<file path="src/hdl/plct_pkg.sv">
`timescale 1ns / 1ps
`default_nettype none
// ----------------------------------------------------------------------------
// plct_pkg: shared types for the piecewise linear curve table
// word layouts, op codes, control types between the cells and the top level
// ----------------------------------------------------------------------------
package plct_pkg;

  localparam int unsigned MaxPoints = 32;
  localparam int unsigned CntW      = $clog2(MaxPoints + 1);
  localparam int unsigned IdxW      = $clog2(MaxPoints);

  typedef enum logic [1:0] {
    OP_SET  = 2'd0,
    OP_DEL  = 2'd1,
    OP_EVAL = 2'd2,
    OP_NONE = 2'd3
  } op_e;

  typedef struct packed {
    logic [1:0]  op;
    logic [15:0] position;
    logic [15:0] point_value;
  } in_word_t;

  typedef struct packed {
    logic [15:0] curve_value;
    logic        hit;
    logic        table_full;
    logic [5:0]  point_count;
  } out_word_t;

  // one point as it lives in a cell
  typedef struct packed {
    logic [15:0] pos;
    logic [15:0] lvl;
  } point_t;

  // row command: every cell acts on it in the same cycle
  typedef enum logic [1:0] {
    ROW_HOLD   = 2'd0,
    ROW_ROTATE = 2'd1,
    ROW_INSERT = 2'd2,
    ROW_REMOVE = 2'd3
  } row_cmd_e;

  typedef struct packed {
    row_cmd_e    cmd;
    point_t      fresh;
  } row_ctl_t;

  typedef enum logic [2:0] {
    ST_IDLE,
    ST_SCAN,
    ST_EDIT,
    ST_DIV,
    ST_OUT
  } state_e;

endpackage
`default_nettype wire

</file>
<file path="src/hdl/plct_cell.sv">
`timescale 1ns / 1ps
`default_nettype none
// ----------------------------------------------------------------------------
// plct_cell: one point slot of the table
// rotates toward cell 0 during a scan, shifts up or down on insert and remove
// ----------------------------------------------------------------------------
module plct_cell
  import plct_pkg::*;
(
  input  wire logic     clk_i,
  input  wire row_ctl_t ctl_i,
  input  wire logic     ins_here_i,   // this cell takes the new point
  input  wire logic     ins_above_i,  // this cell lies above the insert slot
  input  wire logic     rem_above_i,  // this cell is at or above the removed slot
  input  wire point_t   lower_i,      // neighbor below
  input  wire point_t   upper_i,      // neighbor above
  output point_t        pt_o
);

  point_t pt_q, pt_d;

  always_comb begin
    pt_d = pt_q;
    case (ctl_i.cmd)
      ROW_ROTATE: pt_d = upper_i;
      ROW_INSERT: begin
        if (ins_here_i) pt_d = ctl_i.fresh;
        else if (ins_above_i) pt_d = lower_i;
      end
      ROW_REMOVE: begin
        if (rem_above_i) pt_d = upper_i;
      end
      default: pt_d = pt_q;
    endcase
  end

  always_ff @(posedge clk_i) begin
    pt_q <= pt_d;
  end

  assign pt_o = pt_q;

endmodule
`default_nettype wire

</file>
<file path="src/hdl/plct_div.sv">
`timescale 1ns / 1ps
`default_nettype none
// ----------------------------------------------------------------------------
// plct_div: restoring divider, one quotient bit a cycle
// 32-bit dividend over 16-bit divisor, 16-bit quotient
// ----------------------------------------------------------------------------
module plct_div
  import plct_pkg::*;
(
  input  wire logic        clk_i,
  input  wire logic        rst_ni,
  input  wire logic        start_i,
  input  wire logic [31:0] num_i,
  input  wire logic [15:0] den_i,
  output logic             busy_o,
  output logic [15:0]      quo_o
);

  logic [31:0] num_q, num_d;
  logic [16:0] rem_q, rem_d;
  logic [15:0] den_q, den_d;
  logic [4:0]  cnt_q, cnt_d;
  logic        busy_q, busy_d;
  logic [16:0] trial;
  logic [17:0] diff;

  always_comb begin
    num_d  = num_q;
    rem_d  = rem_q;
    den_d  = den_q;
    cnt_d  = cnt_q;
    busy_d = busy_q;
    trial  = {rem_q[15:0], num_q[31]};
    diff   = {1'b0, trial} - {2'b00, den_q};
    if (start_i) begin
      num_d  = num_i;
      rem_d  = '0;
      den_d  = den_i;
      cnt_d  = 5'd0;
      busy_d = 1'b1;
    end else if (busy_q) begin
      num_d = {num_q[30:0], ~diff[17]};
      rem_d = diff[17] ? trial : diff[16:0];
      cnt_d = cnt_q + 5'd1;
      if (cnt_q == 5'd31) busy_d = 1'b0;
    end
  end

  always_ff @(posedge clk_i or negedge rst_ni) begin
    if (!rst_ni) begin
      busy_q <= 1'b0;
      cnt_q  <= '0;
    end else begin
      busy_q <= busy_d;
      cnt_q  <= cnt_d;
    end
  end

  always_ff @(posedge clk_i) begin
    num_q <= num_d;
    rem_q <= rem_d;
    den_q <= den_d;
  end

  assign busy_o = busy_q;
  assign quo_o  = num_q[15:0];

endmodule
`default_nettype wire

</file>
<file path="src/hdl/piecewise_linear_curve_table.sv">
`timescale 1ns / 1ps
`default_nettype none
// ----------------------------------------------------------------------------
// piecewise_linear_curve_table: sorted control-point table with interpolation
// set / delete / evaluate on up to 32 points held in a row of cells
// ----------------------------------------------------------------------------
//   channel | direction | handshake          | word
//   in      | input     | in_valid_i/ready_o | in_word_t  (op, position, value)
//   out     | output    | out_valid_o/ready_i| out_word_t (value, hit, full, count)
//
// one item at a time. a scan rotates the row of cells once around, cell 0
// being watched for the first point at or above the position; set and
// delete then shift the row in the edit state; an evaluate between points
// runs the 32-step restoring divider. the next word is accepted only once
// the previous result has been taken.
// reset clears the point count, state, output valid and scan step; cell contents are don't-care until used.
// the result sits in an output register; in_ready_o stays low until it is
// taken.
// ----------------------------------------------------------------------------
module piecewise_linear_curve_table
  import plct_pkg::*;
(
  input  wire logic      clk_i,
  input  wire logic      rst_ni,
  input  wire logic      in_valid_i,
  output logic           in_ready_o,
  input  wire in_word_t  in_word_i,
  output logic           out_valid_o,
  input  wire logic      out_ready_i,
  output out_word_t      out_word_o
);

  state_e state_q, state_d;
  in_word_t item_q, item_d;
  logic [CntW-1:0] count_q, count_d;
  logic [IdxW-1:0] step_q, step_d;       // rotation step, equals cell index seen
  logic [CntW-1:0] idx_q, idx_d;         // index of the first point >= position, count if none
  logic            found_q, found_d;     // first point >= position located
  logic            exact_q, exact_d;
  point_t          prev_q, prev_d;       // point just below idx
  point_t          next_q, next_d;       // point at idx
  point_t          last_q, last_d;       // highest valid point
  out_word_t       res_q, res_d;
  logic            ov_q, ov_d;
  logic            neg_q, neg_d;
  logic            div_go;
  logic [31:0]     div_num;
  logic [15:0]     div_den;
  logic            div_busy;
  logic [15:0]     div_quo;
  row_ctl_t        ctl;
  point_t          pts [MaxPoints];
  logic [15:0]     dv;
  logic [15:0]     off;
  logic            edit_overwrite;

  // an overwrite reuses the insert command with only the matching cell
  // selected, the cells above it stay where they are
  assign edit_overwrite = (state_q == ST_EDIT) && exact_q &&
                          (op_e'(item_q.op) == OP_SET);

  // ---- row of cells, cell 0 at the bottom, rotate brings cell i+1 down ----
  for (genvar g = 0; g < MaxPoints; g++) begin : g_cell
    localparam logic [CntW-1:0] GIdx = CntW'(g);
    plct_cell u_cell (
      .clk_i       (clk_i),
      .ctl_i       (ctl),
      .ins_here_i  (GIdx == idx_q),
      .ins_above_i ((GIdx > idx_q) && !edit_overwrite),
      .rem_above_i (GIdx >= idx_q),
      .lower_i     (pts[(g + MaxPoints - 1) % MaxPoints]),
      .upper_i     (pts[(g + 1) % MaxPoints]),
      .pt_o        (pts[g])
    );
  end

  plct_div u_div (
    .clk_i   (clk_i),
    .rst_ni  (rst_ni),
    .start_i (div_go),
    .num_i   (div_num),
    .den_i   (div_den),
    .busy_o  (div_busy),
    .quo_o   (div_quo)
  );

  // operands for the interpolation, taken from the registered neighbors
  assign dv  = (next_q.lvl >= prev_q.lvl) ? next_q.lvl - prev_q.lvl
                                          : prev_q.lvl - next_q.lvl;
  assign off = item_q.position - prev_q.pos;
  assign div_num = {16'd0, dv} * {16'd0, off};
  assign div_den = next_q.pos - prev_q.pos;

  always_comb begin
    state_d   = state_q;
    item_d    = item_q;
    count_d   = count_q;
    step_d    = step_q;
    idx_d     = idx_q;
    found_d   = found_q;
    exact_d   = exact_q;
    prev_d    = prev_q;
    next_d    = next_q;
    last_d    = last_q;
    res_d     = res_q;
    ov_d      = ov_q;
    neg_d     = neg_q;
    div_go    = 1'b0;
    ctl.cmd   = ROW_HOLD;
    ctl.fresh = '{pos: item_q.position, lvl: item_q.point_value};
    in_ready_o = 1'b0;

    case (state_q)
      ST_IDLE: begin
        in_ready_o = 1'b1;
        if (in_valid_i) begin
          item_d  = in_word_i;
          step_d  = '0;
          idx_d   = count_q;
          found_d = 1'b0;
          exact_d = 1'b0;
          state_d = ST_SCAN;
        end
      end
      ST_SCAN: begin
        // cell 0 now holds original entry step_q
        ctl.cmd = ROW_ROTATE;
        if ({1'b0, step_q} < count_q) begin
          if (!found_q) begin
            if (pts[0].pos >= item_q.position) begin
              found_d = 1'b1;
              idx_d   = {1'b0, step_q};
              next_d  = pts[0];
              exact_d = (pts[0].pos == item_q.position);
            end else begin
              prev_d = pts[0];
            end
          end
          last_d = pts[0];
        end
        step_d = step_q + IdxW'(1);
        if (step_q == IdxW'(MaxPoints - 1)) state_d = ST_EDIT;
      end
      ST_EDIT: begin
        res_d = '0;
        state_d = ST_OUT;
        case (op_e'(item_q.op))
          OP_SET: begin
            if (exact_q) begin
              ctl.cmd   = ROW_INSERT;   // overwrite in place: only slot idx
              res_d.hit = 1'b1;
            end else if (count_q >= CntW'(MaxPoints)) begin
              res_d.table_full = 1'b1;
            end else begin
              ctl.cmd = ROW_INSERT;
              count_d = count_q + CntW'(1);
            end
          end
          OP_DEL: begin
            if (exact_q) begin
              ctl.cmd   = ROW_REMOVE;
              count_d   = count_q - CntW'(1);
              res_d.hit = 1'b1;
            end
          end
          OP_EVAL: begin
            if (count_q == '0) res_d.curve_value = '0;
            else if (exact_q) begin
              res_d.curve_value = next_q.lvl;
              res_d.hit = 1'b1;
            end else if (!found_q) res_d.curve_value = last_q.lvl;
            else if (idx_q == '0) res_d.curve_value = next_q.lvl;
            else begin
              div_go  = 1'b1;
              neg_d   = next_q.lvl < prev_q.lvl;
              state_d = ST_DIV;
            end
          end
          default: res_d = '0;
        endcase
        res_d.point_count = count_d;
      end
      ST_DIV: begin
        if (!div_busy) begin
          res_d.curve_value = neg_q ? prev_q.lvl - div_quo : prev_q.lvl + div_quo;
          state_d = ST_OUT;
        end
      end
      ST_OUT: begin
        if (!ov_q) ov_d = 1'b1;
        else if (out_ready_i) begin
          ov_d    = 1'b0;
          state_d = ST_IDLE;
        end
      end
      default: state_d = ST_IDLE;
    endcase
  end

  always_ff @(posedge clk_i or negedge rst_ni) begin
    if (!rst_ni) begin
      state_q <= ST_IDLE;
      count_q <= '0;
      ov_q    <= 1'b0;
      step_q  <= '0;
    end else begin
      state_q <= state_d;
      count_q <= count_d;
      ov_q    <= ov_d;
      step_q  <= step_d;
    end
  end

  always_ff @(posedge clk_i) begin
    item_q  <= item_d;
    idx_q   <= idx_d;
    found_q <= found_d;
    exact_q <= exact_d;
    prev_q  <= prev_d;
    next_q  <= next_d;
    last_q  <= last_d;
    res_q   <= res_d;
    neg_q   <= neg_d;
  end

  assign out_valid_o = ov_q;
  assign out_word_o  = res_q;

  // ---- checks ----
  assert property (@(posedge clk_i) disable iff (!rst_ni)
    count_q <= CntW'(MaxPoints))
    else $error("point count above capacity");

  assert property (@(posedge clk_i) disable iff (!rst_ni)
    out_valid_o |-> (state_q == ST_OUT))
    else $error("result shown outside output state");

  assert property (@(posedge clk_i) disable iff (!rst_ni)
    div_busy |-> (state_q == ST_DIV || state_q == ST_EDIT))
    else $error("divider running outside evaluate");

  assert property (@(posedge clk_i) disable iff (!rst_ni)
    edit_overwrite |=> (count_q == $past(count_q)))
    else $error("overwrite changed point count");

endmodule
`default_nettype wire
</file>
<file path="config.mk">
export PLATFORM = sky130hd
export DESIGN_NAME = piecewise_linear_curve_table
export DESIGN_NICKNAME = d
export VERILOG_FILES = /design/src/hdl/plct_pkg.sv /design/src/hdl/plct_cell.sv /design/src/hdl/plct_div.sv /design/src/hdl/piecewise_linear_curve_table.sv
export SDC_FILE = /design/constraint.sdc
export NUM_CORES = 2
export LEC_CHECK = 0
export BUFFER_PORTS_ARGS = -buffer_cell sky130_fd_sc_hd__buf_2
export CELL_PAD_IN_SITES_DETAIL_PLACEMENT = 0
export CELL_PAD_IN_SITES_GLOBAL_PLACEMENT = 2
export CORE_MARGIN = 3
export CORE_UTILIZATION = 35
export DETAILED_ROUTE_END_ITERATION = 16
export GPL_ROUTABILITY_DRIVEN = 1
export PLACE_DENSITY_LB_ADDON = 0.25
export SYNTH_ARGS = -nofsm -noshare
export SYNTH_HDL_FRONTEND = slang
export SYNTH_HIERARCHICAL = 1
export SYNTH_SLANG_ARGS = --single-unit
</file>
<file path="constraint.sdc">
create_clock -name clk_i -period 11 [get_ports clk_i]
set_clock_uncertainty 0.05 [all_clocks]
set_input_delay 1.1 -clock clk_i [delete_from_list [all_inputs] [get_ports clk_i]]
set_output_delay 1.1 -clock clk_i [all_outputs]
set_load 0.02 [all_outputs]
</file>
==> impl_metrics.csv <==
group,metric,value,unit
cts,insertion_delay,810,ps
final_layout,layout-drive-gt1-share,8.791,%
worst_setup_path,cpMostUsedCell,"fa_1",
synthesis,synth_edf_count,1219,
cts,cts_tree,"built",
worst_setup_path,worstPathRequired,11500,ps
cts,clk_path_buf_depth,3,
synthesis,synth.yosys.warnings,6,
worst_setup_path,critPathBufInv,3,
cts,clockRootBuffer,"clkbuf_16",
worst_hold_path,min_path_type,"in2async",
synthesis,ys_types,94,
cts,cts_sinks,1256,
worst_setup_path,worst_setup_path_start_kind,"register",
timing,slew_violations,0,
status,status,"finished clean",
floorplan,pin_count,64,
synthesis,synth_area_per_cell,10.95,um2
run,drv_cap,0,
timing,max_freq,105.8,MHz
placed_design,gp_congestion,0.8601,
timing,hold_viol_final,0,
final_layout,multi_input_area,36530,um2
cts,cts_resized,0,
final_layout,regArea,37450,um2
floorplan,initial_utilization,35.29,%
cts,cts_max_level,4,
floorplan,dieArea,230500,um2
cts,clk_pin_slew,60,ps
final_layout,finalNetCount,7640,
timing,max_slew_margin,13.39,%
timing,finalCritPeriodShare,85.90,%
worst_setup_path,path_max_fanout,12,
synthesis,postSynth.asyncResetShare,1.672,%
placed_design,numPortBuffers,63,
synthesis,netlist_instances,7186,
power,power.density,156.1,nW/um2
cts,cts_hold_buf,0,
route,routed_wirelength,265.1,mm
synthesis,synthFlopType,"edfxtp_1",
route,firstDrtPassIters,5,
grt,grt_overflow,0,
timing,fin_hold_ws,215.2,ps
route,drt_iter0_markers,4297,
cts,cts_setup_buffers,0,
final_layout,syn_to_final_growth,8.652,%
floorplan,die_w,480.1,um
grt,antenna_found_initial,18,
route,via_per_inst,5.448,
floorplan,dieHeight,480.1,um
power,p_leak,30.61,nW
timing,rsz0062_at_grt,"no",
worst_setup_path,critPathArrivalTime,9950,ps
synthesis,synth_nets,7712,
route,antenna_left,0,
placed_design,dp_hpwl,180.1,mm
worst_setup_path,worstSetupPathType,"reg2reg",
worst_setup_path,critPathMaxStageDelay,770,ps
final_layout,fill_cells,22217,
synthesis,syn-cell-area,78670,um2
timing,layout_min_cycle_time,9450,ps
grt,grt_pass1_vias,56102,
timing,worstMarginPinSlew,1296,ps
power,ir_worst_vdd,0.1442,mV
cts,cts_buffers,154,
worst_setup_path,end_kind,"register",
floorplan,core_area,223000,um2
grt,grt_first_pass_wirelength,388.8,mm
route,remaining_drc_errors,0,
route,wire_per_inst,25.95,um
route,vias,55653,
worst_setup_path,crit_path_top_delay_cell,"xor2_2",
synthesis,ys_ff_latch,1256,
grt,grt_usage,22.50,%
worst_setup_path,cp_top_family,"adder cells",
synthesis,synth_seq_area_share,47.60,%
timing,tns,0,ps
timing,finalSetupViolations,0,
grt,grt_max_degree,66,
floorplan,fp-row-count,173,
==> cells in the mapped netlist, types with 34 or more instances <==
master | number | area [um2]
mux2_2 | 35 | 394.1
inv_1 | 409 | 1535
nor2b_1 | 34 | 212.7
xor2_1 | 41 | 359.1
o21ai_0 | 89 | 445.4
nor3b_1 | 46 | 345.3
edfxtp_1 | 1219 | 36610
nand2_1 | 245 | 919.6
xnor2_1 | 79 | 691.9
nand2b_1 | 38 | 237.7
or2_2 | 43 | 269.0
nor3_1 | 43 | 215.2
buf_12 | 96 | 1922
fa_1 | 200 | 4004
a21oi_1 | 1168 | 5846
buf_2 | 107 | 535.5
ha_1 | 288 | 3603
a21o_1 | 43 | 322.8
nand3_1 | 46 | 230.2
buf_4 | 53 | 397.9
clkbuf_1 | 158 | 593.1
mux2i_1 | 1036 | 10370
nor2_1 | 1272 | 4775
buf_6 | 38 | 427.9
==> registers in the layout, indices dropped and copies added (netlist names), 5 cells and up <==
name,cells
g_cell.u_cell/pt_o,1024
ctl,32
next_q,32
prev_q,32
u_div/num_q,32
out_word_o,24
last_q,16
u_div/den_q,16
u_div/rem_q,16
count_q,6
idx_q,6
step_q,5
u_div/cnt_q,5
==> layout make-up <==
type / instances / area share [%]
Antenna cell: 5 / 0.01464
Multi-Input combinational cell: 5066 / 42.74
Clock inverter: 83 / 0.7348
Inverter: 410 / 1.800
Tap cell: 2975 / 4.355
Timing Repair Buffer: 226 / 1.800
Sequential cell: 1256 / 43.81
Clock buffer: 194 / 4.746
==> power by group <==
group	switching (W)	total [W]	internal, W	leakage (nW)
Sequential	0.0000893	0.00589	0.00580	9.67
Combinational	0.00200	0.00256	0.000563	18.7
Clock	0.00214	0.00489	0.00275	2.28
==> worst reg2reg max path, cell delays in order (launching register included) <==
cell      delay (ps)
edfxtp_1         410
ha_1             590
a211oi_1         160
o21a_1           240
a211o_1          350
and3b_1          290
nor2_8           300
mux2i_1          420
xor2_2           770
nand2_1          170
fa_1             520
fa_1             500
inv_1             50
fa_1             510
fa_1             440
fa_1             560
inv_1             60
fa_1             530
inv_1             40
ha_1             360
nand3_1          150
or4bb_1          520
nand2_1          120
o221ai_1         260
o21a_1           340
nand4b_1         120
o311ai_0         110
mux2_2           290
==> layer usage <==
metal,up-vias,global-route usage [%],wire length [um]
met3,377,2.968,12880
met5,-,0,0
met4,0,6.367,7990
met1,28254,31.86,122700
met2,1542,36.01,121500
li1,25480,-,-
==> cells by family after synthesis <==
kind of cell             share of synthesized area (%)
flip-flops                                       47.60
XOR/XNOR                                         1.509
adder cells (fa/ha/maj)                          9.670
multiplexers                                     13.77
buffers and inverters                            6.893
AO/OA/AOI/OAI                                    10.38
other                                         0.004767
AND/OR/NAND/NOR                                  10.17
==> per-stage QoR <==
step | utilization (%) | worst slack, ps | power (W) | area (um2) | std cells
global placement | 36.23 | 1627 | 0.008574 | 80780 | 9933
CTS | 38.33 | 1546 | 0.01353 | 85460 | 10210
global route | 38.34 | 1097 | 0.01386 | 85470 | 10213
detailed placement | 36.23 | 1536 | 0.008597 | 80780 | 9933
floorplan | - | 2386 | 0.007551 | 78670 | 7186
finish | 38.34 | 1550 | 0.01334 | 85480 | 10215
==> placed cells by master (no fill, tap or decap), types with 17 or more instances in the layout <==
cell	Yosys	final
nand2_1	245	244
clkbuf_16	0	156
ha_2	0	32
ha_1	288	256
buf_2	107	63
nand2b_1	38	38
inv_1	409	409
nor3b_1	46	44
buf_4	53	163
a21oi_4	0	31
nor2_1	1272	1241
a21o_1	43	43
a21oi_1	1168	1136
xnor2_1	79	79
mux2i_1	1036	1036
clkinv_2	0	19
a31oi_1	27	27
or2_2	43	43
o21a_1	23	23
xor2_1	41	40
o21ai_0	89	87
mux2_2	35	35
nor2b_1	34	34
and2_1	22	21
edfxtp_1	1219	1219
nor3_1	43	39
nor2_4	0	31
dfrtp_1	21	21
and3_1	17	17
nand3_1	46	46
fa_1	200	200
a22oi_1	17	17
clkinv_1	1	45
clkbuf_1	158	37
==> path summary, 6_finish.rpt <==
check	start	end	slack [ps]	depth (start not counted)
hold / removal	rst_ni	count_q[5]	220	1
min in group clk_i	in_word_i[5]	ctl[5]	420	1
setup reg to reg	next_q[2]	u_div/num_q[30]	1550	27
hold reg to reg	u_div/rem_q[5]	u_div/rem_q[6]	460	2
setup / recovery	next_q[2]	u_div/num_q[30]	1550	27
max in group asynchronous	rst_ni	u_div/busy_o	10340	1
Note: power is estimated with default switching activity, not from simulation.
